--- src/hw/rtl/triv_pkg.sv ---
`timescale 1ns / 1ps

package triv_pkg;

	localparam int StateBits     = 288;
	localparam int KeyBits       = 80;
	localparam int IvOffset      = 93;
	localparam int BOffset       = 177;
	localparam int RoundsPerBeat = 8;
	localparam int WarmRounds    = 1152;
	localparam int WarmBeats     = WarmRounds / RoundsPerBeat;
	localparam int CntW          = $clog2(WarmBeats);
	localparam logic [CntW-1:0] WarmLast = CntW'(WarmBeats - 1);

	typedef logic [StateBits-1:0] state_vec_t;

	typedef enum logic [1:0] {
		REG_KEY_LOW  = 2'd0,
		REG_KEY_HIGH = 2'd1,
		REG_IV_LOW   = 2'd2,
		REG_IV_HIGH  = 2'd3
	} cfg_reg_t;

	typedef struct packed {
		logic load;     // reload state from key/IV, capture beat data
		logic advance;  // run one group of eight rounds
		logic out_load; // write result register
		logic sel_held; // result from captured data instead of live input
	} dp_cmd_t;

	typedef struct packed {
		state_vec_t  state;
		logic [7:0]  ks;
	} step_t;

	function automatic state_vec_t init_state(input logic [KeyBits-1:0] key,
		input logic [KeyBits-1:0] iv);
		state_vec_t s;
		s = '0;
		s[KeyBits-1:0] = key;
		s[IvOffset +: KeyBits] = iv;
		s[StateBits-1 -: 3] = 3'b111;
		return s;
	endfunction

	function automatic step_t run_beat(input state_vec_t s_in);
		state_vec_t s;
		state_vec_t nx;
		logic       t0;
		logic       t1;
		logic       t2;
		step_t      res;
		s = s_in;
		res.ks = '0;
		for (int r = 0; r < RoundsPerBeat; r++) begin
			t0 = s[65] ^ s[92];
			t1 = s[161] ^ s[176];
			t2 = s[242] ^ s[287];
			res.ks[r] = t0 ^ t1 ^ t2;
			t0 = t0 ^ (s[90] & s[91]) ^ s[170];
			t1 = t1 ^ (s[174] & s[175]) ^ s[263];
			t2 = t2 ^ (s[285] & s[286]) ^ s[68];
			nx = {s[StateBits-2:0], 1'b0};
			nx[0] = t2;
			nx[IvOffset] = t0;
			nx[BOffset] = t1;
			s = nx;
		end
		res.state = s;
		return res;
	endfunction

endpackage

--- src/hw/rtl/trivium_stream_cipher_unit.sv ---
`timescale 1ns / 1ps

// Trivium stream cipher: each input beat carries one byte in s_tdata and a start
// flag in s_tuser; the output beat is that byte XOR eight keystream bits, first
// keystream bit in bit 0. Eight cipher rounds are evaluated per clock, so beats
// without start stream at one per cycle unless the output stalls. A beat with
// start reloads the state from the key/IV registers and runs the 1152 warm-up
// rounds as 144 passes of the eight-round network; no input is taken until its
// result is registered. Write key/IV only while idle; they take effect at the
// next start beat. Every message must open with start.
module trivium_stream_cipher_unit (
	input  logic        clk,
	input  logic        arst_n,
	input  logic        cfg_we,
	input  logic [1:0]  cfg_index,
	input  logic [63:0] cfg_data,
	input  logic        s_tvalid,
	output logic        s_tready,
	input  logic [7:0]  s_tdata,   // [7:0] data_in
	input  logic        s_tuser,   // [0] start_req
	output logic        m_tvalid,
	input  logic        m_tready,
	output logic [7:0]  m_tdata    // [7:0] data_out
);
	import triv_pkg::*;

	dp_cmd_t cmd;

	triv_ctrl u_ctrl (
		.clk       (clk),
		.arst_n    (arst_n),
		.s_tvalid  (s_tvalid),
		.start_req (s_tuser),
		.m_tready  (m_tready),
		.s_tready  (s_tready),
		.m_tvalid  (m_tvalid),
		.cmd       (cmd)
	);

	triv_dp u_dp (
		.clk       (clk),
		.arst_n    (arst_n),
		.cfg_we    (cfg_we),
		.cfg_index (cfg_index),
		.cfg_data  (cfg_data),
		.data_in   (s_tdata),
		.cmd       (cmd),
		.data_out  (m_tdata)
	);

endmodule

--- src/hw/rtl/triv_ctrl.sv ---
`timescale 1ns / 1ps

module triv_ctrl (
	input  logic              clk,
	input  logic              arst_n,
	input  logic              s_tvalid,
	input  logic              start_req,
	input  logic              m_tready,
	output logic              s_tready,
	output logic              m_tvalid,
	output triv_pkg::dp_cmd_t cmd
);
	import triv_pkg::*;

	typedef enum logic [2:0] {
		ST_IDLE = 3'b001,
		ST_WARM = 3'b010,
		ST_GEN  = 3'b100
	} state_t;

	state_t          state_q;
	state_t          state_d;
	logic [CntW-1:0] cnt_q;
	logic            m_tvalid_q;
	logic            out_free;
	logic            accept;

	assign out_free = !m_tvalid_q || m_tready;
	assign s_tready = (state_q == ST_IDLE) && out_free;
	assign accept   = s_tvalid && s_tready;
	assign m_tvalid = m_tvalid_q;

	always_comb begin
		state_d = state_q;
		cmd     = '0;
		unique case (state_q)
			ST_IDLE: begin
				if (accept) begin
					if (start_req) begin
						cmd.load = 1'b1;
						state_d  = ST_WARM;
					end else begin
						cmd.advance  = 1'b1;
						cmd.out_load = 1'b1;
					end
				end
			end
			ST_WARM: begin
				cmd.advance = 1'b1;
				if (cnt_q == WarmLast) begin
					state_d = ST_GEN;
				end
			end
			ST_GEN: begin
				if (out_free) begin
					cmd.advance  = 1'b1;
					cmd.out_load = 1'b1;
					cmd.sel_held = 1'b1;
					state_d      = ST_IDLE;
				end
			end
			default: begin
				state_d = ST_IDLE;
			end
		endcase
	end

	always_ff @(posedge clk or negedge arst_n) begin
		if (!arst_n) begin
			state_q    <= ST_IDLE;
			cnt_q      <= '0;
			m_tvalid_q <= 1'b0;
		end else begin
			state_q <= state_d;
			if (state_q == ST_WARM) begin
				cnt_q <= (cnt_q == WarmLast) ? '0 : cnt_q + 1'b1;
			end else begin
				cnt_q <= '0;
			end
			if (cmd.out_load) begin
				m_tvalid_q <= 1'b1;
			end else if (m_tready) begin
				m_tvalid_q <= 1'b0;
			end
		end
	end

`ifndef NO_ASSERTIONS
	a_ready_idle: assert property (@(posedge clk) disable iff (!arst_n)
		s_tready |-> state_q == ST_IDLE)
		else $error("ready outside idle");
	a_out_free: assert property (@(posedge clk) disable iff (!arst_n)
		cmd.out_load |-> (!m_tvalid_q || m_tready))
		else $error("result overwritten");
	a_warm_end: assert property (@(posedge clk) disable iff (!arst_n)
		(state_q == ST_WARM && cnt_q == WarmLast) |=> state_q == ST_GEN)
		else $error("warm-up did not finish");
	a_cnt_idle: assert property (@(posedge clk) disable iff (!arst_n)
		state_q != ST_WARM |-> cnt_q == '0)
		else $error("counter running outside warm-up");
`endif

endmodule

--- src/hw/rtl/triv_dp.sv ---
`timescale 1ns / 1ps

module triv_dp (
	input  logic              clk,
	input  logic              arst_n,
	input  logic              cfg_we,
	input  logic [1:0]        cfg_index,
	input  logic [63:0]       cfg_data,
	input  logic [7:0]        data_in,
	input  triv_pkg::dp_cmd_t cmd,
	output logic [7:0]        data_out
);
	import triv_pkg::*;

	logic [63:0] key_low_q;
	logic [15:0] key_high_q;
	logic [63:0] iv_low_q;
	logic [15:0] iv_high_q;
	state_vec_t  state_q;
	logic [7:0]  data_q;
	logic [7:0]  out_q;
	step_t       step;
	cfg_reg_t    reg_sel;

	assign reg_sel  = cfg_reg_t'(cfg_index);
	assign step     = run_beat(state_q);
	assign data_out = out_q;

	always_ff @(posedge clk or negedge arst_n) begin
		if (!arst_n) begin
			key_low_q  <= '0;
			key_high_q <= '0;
			iv_low_q   <= '0;
			iv_high_q  <= '0;
			state_q    <= '0;
		end else begin
			if (cfg_we) begin
				unique case (reg_sel)
					REG_KEY_LOW:  key_low_q  <= cfg_data;
					REG_KEY_HIGH: key_high_q <= cfg_data[15:0];
					REG_IV_LOW:   iv_low_q   <= cfg_data;
					REG_IV_HIGH:  iv_high_q  <= cfg_data[15:0];
					default: ;
				endcase
			end
			if (cmd.load) begin
				state_q <= init_state({key_high_q, key_low_q}, {iv_high_q, iv_low_q});
			end else if (cmd.advance) begin
				state_q <= step.state;
			end
		end
	end

	always_ff @(posedge clk) begin
		if (cmd.load) begin
			data_q <= data_in;
		end
		if (cmd.out_load) begin
			out_q <= (cmd.sel_held ? data_q : data_in) ^ step.ks;
		end
	end

endmodule

--- config.mk ---
export PLATFORM = sky130hd
export DESIGN_NAME = trivium_stream_cipher_unit
export DESIGN_NICKNAME = d
export VERILOG_FILES = /design/src/hw/rtl/triv_pkg.sv /design/src/hw/rtl/trivium_stream_cipher_unit.sv /design/src/hw/rtl/triv_ctrl.sv /design/src/hw/rtl/triv_dp.sv
export SDC_FILE = /design/constraint.sdc
export NUM_CORES = 1
export LEC_CHECK = 0
export BUFFER_PORTS_ARGS = -buffer_cell sky130_fd_sc_hd__buf_4
export CAP_MARGIN = 20
export CORE_ASPECT_RATIO = 1.2
export CORE_MARGIN = 2
export CORE_UTILIZATION = 25
export DETAILED_ROUTE_END_ITERATION = 6
export GPL_ROUTABILITY_DRIVEN = 0
export GPL_TIMING_DRIVEN = 0
export HOLD_SLACK_MARGIN = 0.15
export PLACE_DENSITY_LB_ADDON = 0.3
export SLEW_MARGIN = 20
export SYNTH_ARGS = -nofsm -noshare
export SYNTH_HDL_FRONTEND = slang
export SYNTH_SLANG_ARGS = --single-unit
--- constraint.sdc ---
create_clock -name clk -period 2.55 [get_ports clk]
set_input_delay 0.51 -clock clk [delete_from_list [all_inputs] [get_ports clk]]
set_output_delay 0.51 -clock clk [all_outputs]
set_load 0.005 [all_outputs]
==> results by group <==
Drt
  – Vias per cell: 4.999
  – DR iter-0 viols: 1208
  – Antenna violation net count after detailed routing: 0
  – Drt wl/cell: 21.06 um
  – DR vias: 15433
  – Drt first pass iters: 7
  – DRC viols: 4
  – Routed Wire Length: 65.03 mm

Clock network
  – Longest Clk Path Bufs: 3
  – H-tree depth: 2
  – TritonCTS Buffers: 49
  – Reg clk slew, reported paths: 0.06 ns
  – CTS tree: built
  – Worst-Skew Late Latency: 0.61 ns
  – CTS root buf: clkbuf_16
  – # clock sinks: 476

Final layout
  – Layout area overhead: 21.05%
  – Design Area, Final: 25420 um^2
  – Final Util: 30.51%
  – Final net count: 2007
  – Non-Filler Instances: 3087
  – Flip-flop and latch area: 11990 um^2
  – Fillers: 8591
  – Commonest non-fill, non-tap cell in the layout: dfrtp_1
  – Multi-input logic area: 8185 um^2
  – Most frequent cells in the layout: dfrtp_1 (459), mux2_2 (160), a21oi_1 (152)
  – Fraction of layout cells with a size suffix above 1: 22.24%

Synthesis
  – Post-synth top area share: 54.70%
  – Dominant cell type by area after synthesis: dfrtp_1
  – Simple-gate share of the synthesized area: 11.37%
  – Synth Cell Area: 21000 um^2
  – Distinct cells, synth: 42
  – Largest family of logic cells by synthesized area: compound AO/OA/AOI/OAI gates
  – Gate count after technology mapping: 1738
  – Mapped Nets: 1819
  – Syn avg cell area: 12.08 um^2
  – Multiplexer area fraction after synthesis: 8.961%
  – Sequential share of the synthesized area: 57.11%
  – Main area contributors after synthesis: dfrtp_1 (55%), mux2_2 (8.6%), a221o_1 (6.1%)
  – Synth Area in Adders: 0.05958%
  – Yosys warns: 0
  – Xor/xnor share of the synthesized area: 4.648%
  – Synth Register Bits: 476
  – Compound-Gate Fraction of Synth Area: 13.87%

Timing
  – Tmin final: 2.457 ns
  – Fin. Hold Viols: 0
  – Setup violators final: 0
  – Slew headroom: 40.66%
  – Tcrit/Tclk final: 96.34%
  – Worst setup margin: 0.09321 ns
  – Max Slew Vio Count: 0
  – Fmax: 0.4070 GHz
  – Worst clock skew: 0.03375 ns
  – Hold slack: 0.1651 ns
  – Tightest Pin Transition: 0.8852 ns
  – RSZ-0062 raised after global routing: no

Worst setup path
  – CP cell instances: nand4bb_1 -> a211o_2 -> buf_2 -> clkbuf_1 -> and4_1 -> a221o_1
  – Critical Path Source Type: register
  – CP Buf/Inv Count: 2
  – Crit path kind: register to register
  – Critical path endpoint category: register
  – Worst EP arrival: 2.94 ns
  – R2R Path End: u_dp.state_q[8]
  – CP max stage delay: 0.61 ns
  – Worst R2R Setup Slack: 0.09 ns
  – CP max FO: 10
  – CP top delay family: compound AO/OA/AOI/OAI gates
  – FF-to-FF Start: u_ctrl.state_q[0]
  – Critical Path RT: 3.03 ns
  – Crit-path slowest cell: dfstp_2
  – R2R cell count: 6

Floorplanning
  – Core outline area: 83310 um^2
  – Initial Util: 25.21%
  – Die H: 321.5 um
  – Rows: 116
  – # IOs: 90
  – Die W: 268.6 um
  – Total Die Area: 86340 um^2

Power and ir drop
  – Switching Fraction: 32.03%
  – Part of the power in the clock network: 29.0%
  – P_leak: 10.63 nW
  – Sequential power share: 45.3%
  – Logic pwr share: 25.7%
  – Worst vdd ir: 0.5989 mV
  – Power per cell area: 1027 nW/um^2
  – Internal Power: 0.01775 W
  – Switching power: 0.008366 W

Worst hold path
  – Hold Path Class: input port to register
  – Hold Path Stages: 2
  – Hold Crit Endpoint: u_dp.iv_low_q[16]
  – Hold path startpoint: cfg_data[16]

Placed design
  – Placed cells: 2953
  – DP Area: 23210 um^2
  – Port bufs: 89
  – Place WS: -0.5621 ns
  – Dpl hpwl: 47.42 mm

Global routing
  – First-pass GRT wire length: 99.61 mm
  – Vias in the first global route: 16011
  – GRT Residual Overflow: 0
  – Largest net degree at the start of global routing: 93
  – Total track usage: 15.09%
  – Initial antenna violation count: 1

Run
  – Max cap viols: 0

Status
  – Status: finished, violations left
  – Violated checks: DRC
-- worst max path at each step --
stage | start | cells after the start | to
floorplan | m_tready | 6 | u_dp.data_q[0]
global placement | arst_n | 1 | u_dp.key_low_q[53]
detailed placement | s_tuser | 8 | u_dp.state_q[74]
CTS | u_ctrl.state_q[0] | 6 | u_dp.state_q[57]
global route | u_ctrl.state_q[0] | 7 | u_dp.state_q[209]
finish | u_ctrl.state_q[0] | 6 | u_dp.state_q[8]
-- registers in the layout, summed over array words and instances, names as in the netlist --
| register | count |
|---|---|
| u_dp.iv_low_q | 64 |
| u_dp.state_q | 288 |
| u_ctrl.state_q | 3 |
| u_dp.key_low_q | 64 |
| u_dp.key_high_q | 16 |
| u_dp.data_out | 8 |
| u_dp.data_q | 8 |
| u_dp.iv_high_q | 16 |
| u_ctrl.cnt_q | 8 |
| u_ctrl.m_tvalid | 1 |
-- cells by family (layout without fill, tap and decap cells) --
family / Yosys count / after routing
DFF: 476 / 476
AOI/OAI and AO/OA: 445 / 445
and+or+nand+nor: 384 / 384
buffers and inverters: 180 / 407
muxes: 168 / 168
xor gates and xnor gates: 84 / 84
adders and majority gates: 1 / 1
other: 0 / 1
-- synth_stat cells --
master	n
and2_1	1
nand4bb_1	1
nand2_2	1
nor2_1	40
nor3b_2	1
o21ai_1	1
clkbuf_1	109
nand3b_1	3
xor2_1	18
xor3_1	16
inv_2	2
nand2b_1	3
nand3_1	126
nor2b_1	1
and4_1	128
ha_1	1
nand2_1	30
nor3b_1	2
nor4_1	16
o21ai_0	138
nor3_1	26
clkbuf_2	1
a31oi_1	17
nor3_2	1
buf_2	43
or4_4	1
buf_4	2
buf_6	13
a21oi_1	152
xnor2_1	50
dfrtp_1	459
mux2i_1	8
a211oi_1	8
a221o_1	128
inv_1	1
edfxtp_1	16
a211o_1	1
or3_1	2
mux2_2	160
dfstp_2	1
buf_1	9
or4b_2	1
-- final cells by class --
type | instances | area share (%)
Clock inverter | 16 | 0.9205
Sequential cell | 476 | 47.18
Buffer | 176 | 3.455
Timing Repair Buffer | 138 | 4.922
Tap cell | 1121 | 5.518
Multi-Input combinational cell | 1082 | 32.20
Clock buffer | 74 | 5.749
Antenna cell | 1 | 0.009844
Inverter | 3 | 0.04430
-- repair_timing --
item / 4_1_cts / 5_1_grt
cloned: 0 / 0
hold endpoints to repair: 108 / 0
resized for setup: 12 / 61
hold buffers: 43 / 0
buffers inserted: 0 / 1
endpoints found under the setup margin: 264 / 267
-- power by group through the flow --
stage	Combinational [W]	Sequential, W	Clock [W]
floorplan	0.00491	0.0107	0
global placement	0.00652	0.0119	0
detailed placement	0.00667	0.0119	0
CTS	0.00677	0.0118	0.00775
global route	0.00736	0.0120	0.00807
finish	0.00672	0.0118	0.00757
-- routing by layer --
metal | global-route usage (%) | vias up | share of wire (%)
li1 | - | 6942 | -
met1 | 18.48 | 7971 | 41
met2 | 26.36 | 396 | 51
met3 | 2.294 | 122 | 4.5
met4 | 6.099 | 2 | 4.0
met5 | 0 | - | 0.020
-- per-stage QoR --
stage | power [W] | setup TNS [ns]
final | 0.02612 | 0
after global routing | 0.02741 | 0
after CTS | 0.02632 | -0.1116
after detailed placement | 0.01856 | -47.17
after global placement | 0.01842 | -1736.94
after floorplan | 0.01565 | 0
Power figures use the tool's default switching activity.
